[config.mk]
export PLATFORM = sky130hd
export DESIGN_NAME = kti_div
export DESIGN_NICKNAME = d
export VERILOG_FILES = /design/src/hdl/keyframe_track_interpolator_macros.svh /design/src/hdl/kti_div.sv
export SDC_FILE = /design/constraint.sdc
export NUM_CORES = 1
export LEC_CHECK = 0
export BUFFER_PORTS_ARGS = -buffer_cell sky130_fd_sc_hd__buf_4
export CORE_MARGIN = 1.5
export CORE_UTILIZATION = 62
export DETAILED_ROUTE_END_ITERATION = 7
export PLACE_DENSITY = 0.92
export SYNTH_ARGS = -nofsm -noshare
export SYNTH_HDL_FRONTEND = slang
export SYNTH_SLANG_ARGS = --single-unit
[constraint.sdc]
create_clock -name clk -period 4.96 [get_ports clk]
set_input_delay 0.992 -clock clk [delete_from_list [all_inputs] [get_ports clk]]
set_output_delay 0.992 -clock clk [all_outputs]
set_load 0.02 [all_outputs]
[src/hdl/keyframe_track_interpolator_macros.svh]
// Assertion macros shared by the keyframe track interpolator.
`ifndef KEYFRAME_TRACK_INTERPOLATOR_MACROS_SVH
`define KEYFRAME_TRACK_INTERPOLATOR_MACROS_SVH

// Same-cycle implication, checked on clk and disabled in reset.
`define KTI_ASSERT_NOW(lbl, ante, cons, msg) \
  lbl: assert property (@(posedge clk) disable iff (rst) (ante) |-> (cons)) else $error(msg);

// Next-cycle implication, checked on clk and disabled in reset.
`define KTI_ASSERT_NEXT(lbl, ante, cons, msg) \
  lbl: assert property (@(posedge clk) disable iff (rst) (ante) |=> (cons)) else $error(msg);

`endif

[src/hdl/kti_div.sv]
// Bit-serial signed divider that truncates toward zero.
module kti_div #(
  parameter int DW = 27,
  parameter int VW = 12
) (
  input  logic                 clk,
  input  logic                 rst,
  input  logic                 start,
  input  logic signed [DW-1:0] dividend,
  input  logic        [VW-1:0] divisor,
  output logic                 done,
  output logic signed [DW-1:0] quotient
);

  localparam int CNW = $clog2(DW + 1);

  logic          busy;
  logic [CNW-1:0] cnt;
  logic          neg;
  logic [DW-1:0] mag;
  logic [VW:0]   rem;
  logic [VW-1:0] dvs;
  logic [VW:0]   rem_sh;
  logic          fits;
  logic [DW-1:0] mag_next;

  always_comb begin
    rem_sh   = {rem[VW-1:0], mag[DW-1]};
    fits     = rem_sh >= {1'b0, dvs};
    mag_next = {mag[DW-2:0], fits};
  end

  always_ff @(posedge clk) begin
    if (rst) begin
      busy <= 1'b0;
      done <= 1'b0;
      cnt  <= '0;
    end else begin
      done <= 1'b0;
      if (start) begin
        busy <= 1'b1;
        cnt  <= '0;
        neg  <= dividend[DW-1];
        mag  <= dividend[DW-1] ? DW'(-dividend) : DW'(dividend);
        rem  <= '0;
        dvs  <= divisor;
      end else if (busy) begin
        mag <= mag_next;
        rem <= fits ? (rem_sh - {1'b0, dvs}) : rem_sh;
        cnt <= cnt + 1'b1;
        if (cnt == CNW'(DW - 1)) begin
          busy     <= 1'b0;
          done     <= 1'b1;
          quotient <= neg ? -$signed(mag_next) : $signed(mag_next);
        end
      end
    end
  end

endmodule

==> run_results.csv <==
group,metric,value,unit
run_status,status,"complete, no violations",
layout,mostFrequentLayoutCells,"79 x edfxtp_1, 71 x buf_4, 57 x nor2_1, 39 x xnor2_1",
clock_tree,clk_path_buf_depth,2,
critical_path,cp-end-kind,"flip-flop",
power,cellPowerDensity,305,nW/um2
yosys,synth_flop_cell,"edfxtp_1",
critical_path,cp-startpoint,"rem[5]",
global_route,grt_pass1_wl,17.2,mm
drt,drt_wl_total,10.7,mm
clock_tree,ctsHoldBuffers,0,
yosys,synth_area,4910,um2
floorplanning,core_area,7690,um2
drt,drtIter0Drc,489,
yosys,syn_area_per_cell,11.1,um2
floorplanning,initial_core_util,0.639,
power,pwr-share-clk,0.294,
placement,place_inst,595,
power,combPwrFrac,0.198,
clock_tree,path_clk_slew,0.10,ns
yosys,synth-seq-area-share,0.511,
global_route,gr-total-overflow,0,
layout,mostFrequentLayoutCell,"edfxtp_1",
layout,insertedDiodeCount,0,
power,leakage,0.00214,uW
layout,drive_gt1_frac,0.224,
yosys,yosys_warnings,0,
clock_tree,clock-root-buffer,"clkbuf_8",
clock_tree,ctsHtreeMaxLevel,3,
global_route,grt_max_degree,59,
power,p_seq_frac,0.508,
critical_path,crit_arrival,3.69,ns
clock_tree,post_cts_buffers,0,
power,ir_drop,0.152,mV
power,internal_power,1240,uW
critical_path,r2r_start,"rem[5]",
drt,ant_nets,0,
sta,finalMaxSlewViolations,0,
hold_path,hold_start,"cnt[1]",
global_route,grt_usage,0.262,
sta,slew_headroom,0.164,
floorplanning,die_h,92.0,um
yosys,synth.ff_latch_count,86,
clock_tree,numClockSinks,86,
global_route,antenna_found_initial,0,
power,power.total,1750,uW
sta,hold_violations,0,
sta,min_period_over_period,0.718,
sta,worst_slew_pin_slew,1.25,ns
sta,skew,0.0120,ns
floorplanning,rows,32,
floorplanning,dieArea,8470,um2
placement,dpl.hpwl,7.70,mm
power,p_sw_frac,0.288,
sta,rsz0062_at_grt,"false",
power,p_sw,503,uW
drt,viasPerCell,6.15,
global_route,grt_pass1_vias,3610,
sta,fmax,281,MHz
yosys,synth-async-reset-ratio,0,
placement,port_buffers,69,
drt,routedWlPerCell,17.5,um
layout,layout.cells.non_filler,611,
clock_tree,clkLatencyLatePin,0.37,ns
clock_tree,cts_made_buffers,9,
critical_path,critPathKind,"flip-flop to flip-flop",
yosys,synth_edf_count,79,
critical_path,worstPathMaxFanout,8,
drt,dr.pass1.iters,5,
drt,drc,0,
layout,areaGrowthSynthToFinish,16.3,%
floorplanning,die_width,92.0,um
sta,setup_viol,0,
yosys,synth_nets,501,
critical_path,cp.required,5.08,ns
job,cap_violations,0,
yosys,ys_types,51,
placement,routabilityCongestion,0.905,
floorplanning,pin_count,70,
clock_tree,cts_tree,"yes",
sta,timing.final.crit_period,3.56,ns
drt,num_vias,3760,
layout,fin_nets,564,
hold_path,hold_path.class,"flip-flop to flip-flop",
clock_tree,cts_resized,0,
sta,setup-tns-final,0,ns
critical_path,critPathLaunchType,"flip-flop",
yosys,synthCells,441,
[cells in the mapped netlist (3+ instances only)]
library cell,n,area share
a211oi_1,5,0.0076
a21oi_1,23,0.023
and3_1,3,0.0038
clkbuf_1,15,0.011
dfxtp_1,7,0.029
edfxtp_1,79,0.48
ha_1,17,0.043
inv_1,21,0.016
mux2_2,10,0.023
mux2i_1,11,0.022
nand2_1,16,0.012
nand2b_1,5,0.0064
nand3_1,5,0.0051
nand4_1,5,0.0064
nor2_1,58,0.044
nor2b_1,4,0.0051
nor3_1,9,0.0092
o21a_1,3,0.0046
o21ai_0,18,0.018
o31ai_1,10,0.015
o31ai_2,3,0.0076
o41ai_1,7,0.012
o41ai_2,5,0.017
or2_2,3,0.0038
or3_1,3,0.0038
or4_1,5,0.0076
xnor2_1,39,0.070
xor2_1,23,0.041
[final timing paths]
check                 end  cells after the start  slack [ns]
max          quotient[22]                     13        1.40
min                cnt[1]                      2        0.52
max reg2reg  quotient[22]                     13        1.40
min reg2reg        cnt[1]                      2        0.52
[layout make-up]
cell class                 count  area [um2]
inverter                      21        78.8
timing repair buffer          71         533
multi-input combinational    315        2260
clock buffer                   9         124
tap                          102         128
sequential                    86        2510
clock inverter                 7        82.6
fill                         519        1970
[state kept, by name (all words and copies together) (netlist names)]
| name | cells |
|---|---|
| busy | 1 |
| cnt | 5 |
| done | 1 |
| dvs | 12 |
| mag | 27 |
| neg | 1 |
| quotient | 27 |
| rem | 12 |
[through the flow]
stage | setup slack [ns] | cell area (um2) | utilization | hold slack, ns
finish | 1.40 | 5720 | 0.744 | 0.519
global route | 1.18 | 5720 | 0.744 | 0.551
CTS | 1.45 | 5720 | 0.744 | 0.523
detailed placement | 1.46 | 5510 | 0.717 | 0.512
global placement | 1.62 | 5510 | 0.717 | 0.494
floorplan | 1.53 | 4910 | - | 0.472
[power groups by stage]
stage               sequential (uW)  clock [uW]  combinational, uW
floorplan                       884           0                250
global placement                898           0                320
detailed placement              901           0                338
CTS                             885         512                343
global route                    890         542                377
finish                          887         513                346
[cells by family after synthesis]
logic type                 Yosys count  synth area share
DFF                                 86             0.511
xor gates and xnor gates            62             0.110
muxes                               21            0.0453
adders and majority gates           18            0.0474
and+or+nand+nor                    126             0.126
buffers and inverters               40            0.0323
AOI/OAI and AO/OA                   88             0.128
[critical path, cell delays in order, from the launching register on]
cell and delay [ns]:
edfxtp_1 0.40, ha_1 0.39, a21oi_1 0.19, o21ai_0 0.18, nor2b_1 0.17, a2111oi_0 0.72, o31ai_4 0.17, inv_1 0.14
ha_1 0.15, nand2b_1 0.22, nor2_4 0.16, nand2_2 0.10, o31ai_2 0.26, xnor2_1 0.09
[per-layer routing]
layer / wire length, um / track usage
met3: 782 / 0.0448
met4: 275 / 0.106
met5: 0 / 0
met1: 4410 / 0.344
met2: 5250 / 0.433
Power figures use the tool's default switching activity.
