$ cat src/hdl/keyframe_track_interpolator_macros.svh
// Assertion macros shared by the keyframe track interpolator.
`ifndef KEYFRAME_TRACK_INTERPOLATOR_MACROS_SVH
`define KEYFRAME_TRACK_INTERPOLATOR_MACROS_SVH

// Same-cycle implication, checked on clk and disabled in reset.
`define KTI_ASSERT_NOW(lbl, ante, cons, msg) \
  lbl: assert property (@(posedge clk) disable iff (rst) (ante) |-> (cons)) else $error(msg);

// Next-cycle implication, checked on clk and disabled in reset.
`define KTI_ASSERT_NEXT(lbl, ante, cons, msg) \
  lbl: assert property (@(posedge clk) disable iff (rst) (ante) |=> (cons)) else $error(msg);

`endif

$ cat src/hdl/kti_pkg.sv
// Shared types and constants of the keyframe track interpolator.
package kti_pkg;

  localparam int NCOMP     = 9;
  localparam int COMP_W    = 4;
  localparam int VAL_W     = 32;
  localparam int TIME_W    = 26;
  localparam int FC_W      = 11;
  localparam int IDX_W     = 10;
  localparam int CMD_W     = 2;
  localparam int FRAC_W    = 16;

  localparam logic [VAL_W-1:0]  ONE_Q16     = 32'h0001_0000;
  localparam logic [COMP_W-1:0] SCALE_FIRST = 4'd6;
  localparam logic [COMP_W-1:0] LAST_COMP   = 4'd8;

  typedef enum logic [CMD_W-1:0] {
    CMD_UPDATE = 2'd0,
    CMD_WRITE  = 2'd1,
    CMD_REMOVE = 2'd2,
    CMD_REWIND = 2'd3
  } cmd_t;

  typedef struct packed {
    logic start;
    logic interp;
  } mac_ctrl_t;

endpackage

$ cat src/hdl/kti_mac.sv
// Shared multiplier that forms one rounded, saturated linear interpolation, or passes a through when interp is off.
module kti_mac import kti_pkg::*; #(
  parameter int DW = 27
) (
  input  logic                    clk,
  input  logic                    rst,
  input  mac_ctrl_t               ctrl,
  input  logic signed [VAL_W-1:0] a,
  input  logic signed [VAL_W-1:0] b,
  input  logic signed [DW-1:0]    t,
  output logic                    done,
  output logic signed [VAL_W-1:0] result
);

  localparam int MW  = FRAC_W + 1;
  localparam int DLW = VAL_W + 1;
  localparam int PW  = DLW + MW;
  localparam int ACW = DLW + DW;
  localparam int RW  = ACW - FRAC_W;
  localparam int SMW = RW + 1;

  logic [2:0]              step;
  logic                    interp;
  logic signed [VAL_W-1:0] a_r;
  logic signed [DLW-1:0]   delta;
  logic signed [MW-1:0]    mop;
  logic signed [PW-1:0]    prod;
  logic signed [ACW-1:0]   acc;
  logic signed [RW-1:0]    rnd;
  logic signed [SMW-1:0]   sum;
  logic [VAL_W-1:0]        sat;

  always_comb begin
    if (step == 3'd1) begin
      mop = $signed({1'b0, t[FRAC_W-1:0]});
    end else begin
      mop = MW'($signed(t[DW-1:FRAC_W]));
    end
    rnd = RW'((acc + ACW'(32768)) >>> FRAC_W);
    sum = SMW'(a_r) + SMW'(rnd);
    if (sum[SMW-1:VAL_W-1] != {(SMW - VAL_W + 1){sum[VAL_W-1]}}) begin
      sat = sum[SMW-1] ? 32'h8000_0000 : 32'h7FFF_FFFF;
    end else begin
      sat = sum[VAL_W-1:0];
    end
  end

  always_ff @(posedge clk) begin
    if (rst) begin
      step <= '0;
      done <= 1'b0;
    end else begin
      done <= 1'b0;
      case (step)
        3'd0: begin
          if (ctrl.start) begin
            a_r    <= a;
            interp <= ctrl.interp;
            delta  <= DLW'(b) - DLW'(a);
            step   <= 3'd1;
          end
        end
        3'd1: begin
          prod <= delta * mop;
          step <= 3'd2;
        end
        3'd2: begin
          acc  <= ACW'(prod);
          prod <= delta * mop;
          step <= 3'd3;
        end
        3'd3: begin
          acc  <= acc + (ACW'(prod) <<< FRAC_W);
          step <= 3'd4;
        end
        3'd4: begin
          result <= interp ? $signed(sat) : a_r;
          done   <= 1'b1;
          step   <= 3'd0;
        end
        default: begin
          step <= 3'd0;
        end
      endcase
    end
  end

endmodule

$ cat config.mk
export PLATFORM = sky130hd
export DESIGN_NAME = kti_mac
export DESIGN_NICKNAME = d
export VERILOG_FILES = /design/src/hdl/keyframe_track_interpolator_macros.svh /design/src/hdl/kti_pkg.sv /design/src/hdl/kti_mac.sv
export SDC_FILE = /design/constraint.sdc
export NUM_CORES = 2
export LEC_CHECK = 0
export BUFFER_PORTS_ARGS = -buffer_cell sky130_fd_sc_hd__buf_2
export CAP_MARGIN = 5
export CORE_MARGIN = 1
export CORE_UTILIZATION = 50
export CTS_BUF_LIST = sky130_fd_sc_hd__clkbuf_16
export CTS_CLUSTER_DIAMETER = 60
export CTS_CLUSTER_SIZE = 24
export DETAILED_ROUTE_END_ITERATION = 7
export GPL_ROUTABILITY_DRIVEN = 0
export PLACE_DENSITY = 0.67
export SETUP_SLACK_MARGIN = 0.4
export SLEW_MARGIN = 10
export SYNTH_ARGS = -nofsm -noshare
export SYNTH_HDL_FRONTEND = slang
export SYNTH_SLANG_ARGS = --single-unit
$ cat constraint.sdc
create_clock -name clk -period 8.85 [get_ports clk]
set_input_delay 0 -clock clk [delete_from_list [all_inputs] [get_ports clk]]
set_output_delay 0 -clock clk [all_outputs]
set_load 0.02 [all_outputs]
==> results.txt <==
----------------------------------------------------
[Worst setup path]
  Kind of capture point of the worst setup path ... flop
  WP data arrival ... 8240 ps
  Setup slack of the most critical reg-to-reg path ... ~810 ps
  Cell with the largest stage delay on the worst path ... sky130_fd_sc_hd__fa_1
  Most Frequent Cell on Critical Path ... sky130_fd_sc_hd__fa_1
  Top fanout value on the critical path ... 17
  Largest stage delay on the critical path ... ~540 ps
  Classification of the worst setup path ... flop to flop
  Required arrival time at the worst endpoint ... 9050 ps
  Startpoint kind of the worst setup timing path ... flop

[Placement]
  Setup Slack @ Placement ... -169.3 ps
  Count of buffers inserted at the top-level ports ... roughly 130
  Placed wire-length estimate after detailed placement ... 66080 um

[Finish]
  Proportion of layout cells with a drive suffix above 1 ... 0.08692
  Most frequent standard cell in the layout excluding fill and tap cells ... sky130_fd_sc_hd__inv_1
  Fill cells ... 5805
  Utilization after layout ... 0.5522
  Synthesis-to-layout area growth ... 8.761%
  Most used cells in the layout excluding fill and tap cells ... 633 x sky130_fd_sc_hd__inv_1, 539 x sky130_fd_sc_hd__fa_1, 432 x sky130_fd_sc_hd__nand2_1
  Total area of multi-input combinational cells ... between 20000 and 25000 um2
  Area taken by flip-flops and latches ... approximately 5900 um2
  Number of nets at the end of the flow ... approximately 4.4k

[Floorplan]
  Overall die width ... around 260 um
  Effective utilization at floorplan ... 0.5078
  Overall die area ... around 67000 um2
  Core Area ... 64580 um2
  Cell row count ... 93
  Number of ports placed on the die boundary ... about 130
  Die height ... 258.1 um

[Timing]
  Shortest period the worst path allows ... 8039 ps
  Final Max Slew Viols ... 0
  Setup skew after layout ... 14.30 ps
  Smallest setup slack after layout ... 811.1 ps
  Transition time at the pin with the least slew margin ... around 1100 ps
  Unrepaired setup endpoints after global routing ... no
  Final setup viols ... 0
  Relative slew slack ... 0.2378
  Post-route clock period utilization ... 0.9084
  Number of hold violations in the final report ... 0
  Sum Neg Setup Slack ... 0 ps
  Maximum clock frequency ... 124.4 MHz

[GRT]
  Total track usage ... 0.2526
  First-pass GRT wire length ... 132000 um
  Aggregate global routing overflow ... 0
  Initial antenna violation count ... 5
  Maximum number of pins on one net before global-route repair ... 82
  Via count of the first global-routing pass ... 24.78k

[Drt]
  Routed Wire Length ... 82010 um
  Number of DRC violations after detailed-routing iteration 0 ... 1577
  First-pass detailed-route iteration total ... 5
  Wire length per cell ... 18.49 um
  Via Count ... 23.95k
  Number of vias per cell after detailed routing ... 5.401
  Number of antenna-violating nets in the routed design ... 0
  DRC violations left ... 0

[Clocking]
  Clock Latency Late Sink ... 460 ps
  Total CTS buffers ... 17
  Number of buffers between clock root and the deepest sink ... 2
  CTS Root Cell ... sky130_fd_sc_hd__clkbuf_16
  # H-tree levels ... 4
  Clk slew on worst S/H paths ... about 70 ps
  Number of clock sinks ... 197
  Clock tree from TritonCTS ... built

[Yosys]
  Total of flip-flops plus latches after synthesis ... 197
  Share of async-settable or async-resettable flops after synthesis ... 0
  YS warnings ... 0
  Number of different library cells in the post-synthesis netlist ... between 80 and 90
  Number of nets produced by synthesis ... 4314
  Count of flip-flops with a built-in enable after synthesis ... between 150 and 200
  Proportion of synthesized chip area in sequential cells ... 0.1792
  Gate count after technology mapping ... 3443
  Most used DFF post-synth ... sky130_fd_sc_hd__edfxtp_1
  Post-synthesis cell area ... 32790 um2
  Average footprint of a synthesized cell ... 9.524 um2

[Run status]
  Outcome ... finished clean

[Worst hold path]
  Type of the most critical hold path ... input pin to flop

[Job]
  Total of max-cap violations ... 0

----------------------------------------------------
## path summary, 6_finish.rpt
kind	from	endpoint	cells after the start
setup reg to reg	step[0]	prod[49]	30
hold / removal	b[0]	delta[0]	4
hold reg to reg	step[0]	done	1
setup / recovery	step[0]	prod[49]	30
## routing by layer
| layer | GRT usage | part of all wire | vias to the layer above | routed length, um |
|---|---|---|---|---|
| met3 | 0.04191 | 0.072 | 90 | 5904 |
| met5 | 0 | 0.00078 | - | 64 |
| met4 | 0.06098 | 0.021 | 4 | 1727 |
| met2 | 0.4025 | 0.45 | 713 | 36860 |
| met1 | 0.3602 | 0.46 | 11930 | 37450 |
| li1 | - | - | 11220 | - |
## registers in the layout, indices dropped and copies added, names as in the netlist
| register | flops |
|---|---|
| prod | 50 |
| acc | 45 |
| step | 3 |
| result | 32 |
| a_r | 32 |
| done | 1 |
| interp | 1 |
| delta | 33 |
## synthesized netlist by cell type, types with 4 or more instances
library cell                instances  area share
sky130_fd_sc_hd__a31o_2             6      0.0016
sky130_fd_sc_hd__nor2b_1           92       0.018
sky130_fd_sc_hd__dfxtp_1            4      0.0024
sky130_fd_sc_hd__a211oi_1          13      0.0030
sky130_fd_sc_hd__a31oi_1           11      0.0021
sky130_fd_sc_hd__nand2b_1          26      0.0050
sky130_fd_sc_hd__xor2_1            76       0.020
sky130_fd_sc_hd__buf_6              5      0.0017
sky130_fd_sc_hd__nor3_1            17      0.0026
sky130_fd_sc_hd__ha_1             237       0.090
sky130_fd_sc_hd__a221oi_1           4      0.0011
sky130_fd_sc_hd__and4_1             4      0.0011
sky130_fd_sc_hd__o21bai_1          21      0.0048
sky130_fd_sc_hd__and2_1           180       0.034
sky130_fd_sc_hd__nand4_1           20      0.0038
sky130_fd_sc_hd__o221ai_2          31       0.014
sky130_fd_sc_hd__and3_1            29      0.0055
sky130_fd_sc_hd__o21ai_0          111       0.017
sky130_fd_sc_hd__clkbuf_1         106       0.012
sky130_fd_sc_hd__a21o_1            82       0.019
sky130_fd_sc_hd__or3_1             13      0.0025
sky130_fd_sc_hd__o21a_1            17      0.0039
sky130_fd_sc_hd__fa_1             539        0.33
sky130_fd_sc_hd__buf_4              5      0.0011
sky130_fd_sc_hd__o31ai_1           11      0.0025
sky130_fd_sc_hd__nand3b_1           4     0.00092
sky130_fd_sc_hd__nand3_1           43      0.0066
sky130_fd_sc_hd__a21oi_1          132       0.020
sky130_fd_sc_hd__nand2_1          438       0.050
sky130_fd_sc_hd__a211o_1            5      0.0013
sky130_fd_sc_hd__xnor2_1          126       0.034
sky130_fd_sc_hd__mux2_2             9      0.0031
sky130_fd_sc_hd__a21boi_0           5      0.0011
sky130_fd_sc_hd__inv_1            634       0.073
sky130_fd_sc_hd__o211ai_1          13      0.0030
sky130_fd_sc_hd__nor4_1             4     0.00076
sky130_fd_sc_hd__nor2_1           108       0.012
sky130_fd_sc_hd__edfxtp_1         193        0.18
sky130_fd_sc_hd__o2111ai_1          4      0.0011
## critical path: cells and delay by family, from the launching register on
family	cells	cell delay [ps]
AND/OR/NAND/NOR	4	900
flip-flops	1	360
buffers and inverters	6	540
adder cells (fa/ha/maj)	7	3330
multiplexers	1	410
XOR/XNOR	1	90
AO/OA/AOI/OAI	11	2130
## layout make-up
type | instances | share of cell area
clock buffer | 17 | 0.01193
antenna | 2 | 0.0001403
sequential | 197 | 0.1648
clock inverter | 15 | 0.004105
inverter | 634 | 0.06683
tap | 855 | 0.03000
multi-input combinational | 2492 | 0.6792
timing repair buffer | 223 | 0.04305
## timing repair
| item | CTS | global route |
|---|---|---|
| endpoints found under the setup margin | 12 | 12 |
| gates resized for setup | 9 | 27 |
| setup buffers | 1 | 14 |
| endpoints found under the hold margin | 39 | 0 |
| cloned | 0 | 3 |
| pin swaps | 0 | 4 |
| hold buffers | 37 | 0 |
## cell families (layout without fill, tap and decap cells)
kind of cell / count (synthesis) / in the layout / synth area share
xor gates and xnor gates: 202 / 202 / 0.05395
other: 0 / 2 / 0
AOI/OAI and AO/OA: 501 / 501 / 0.1062
muxes: 12 / 15 / 0.004007
DFF: 197 / 197 / 0.1792
and+or+nand+nor: 998 / 998 / 0.1482
buffers and inverters: 757 / 889 / 0.08894
adders and majority gates: 776 / 776 / 0.4195
## stage by stage
| step | cells | area [um2] | hold WS, ps |
|---|---|---|---|
| finish | 4435 | 35660 | 13.74 |
| global route | 4434 | 35660 | 28.84 |
| CTS | 4416 | 35360 | 7.249 |
| detailed placement | 4346 | 34350 | 181.5 |
| global placement | 4346 | 34350 | 181.8 |
| floorplan | 3443 | 32790 | 72.38 |
Power is not shown: default switching activity piles up to over one toggle a cycle in this logic, so the estimate is an artifact.
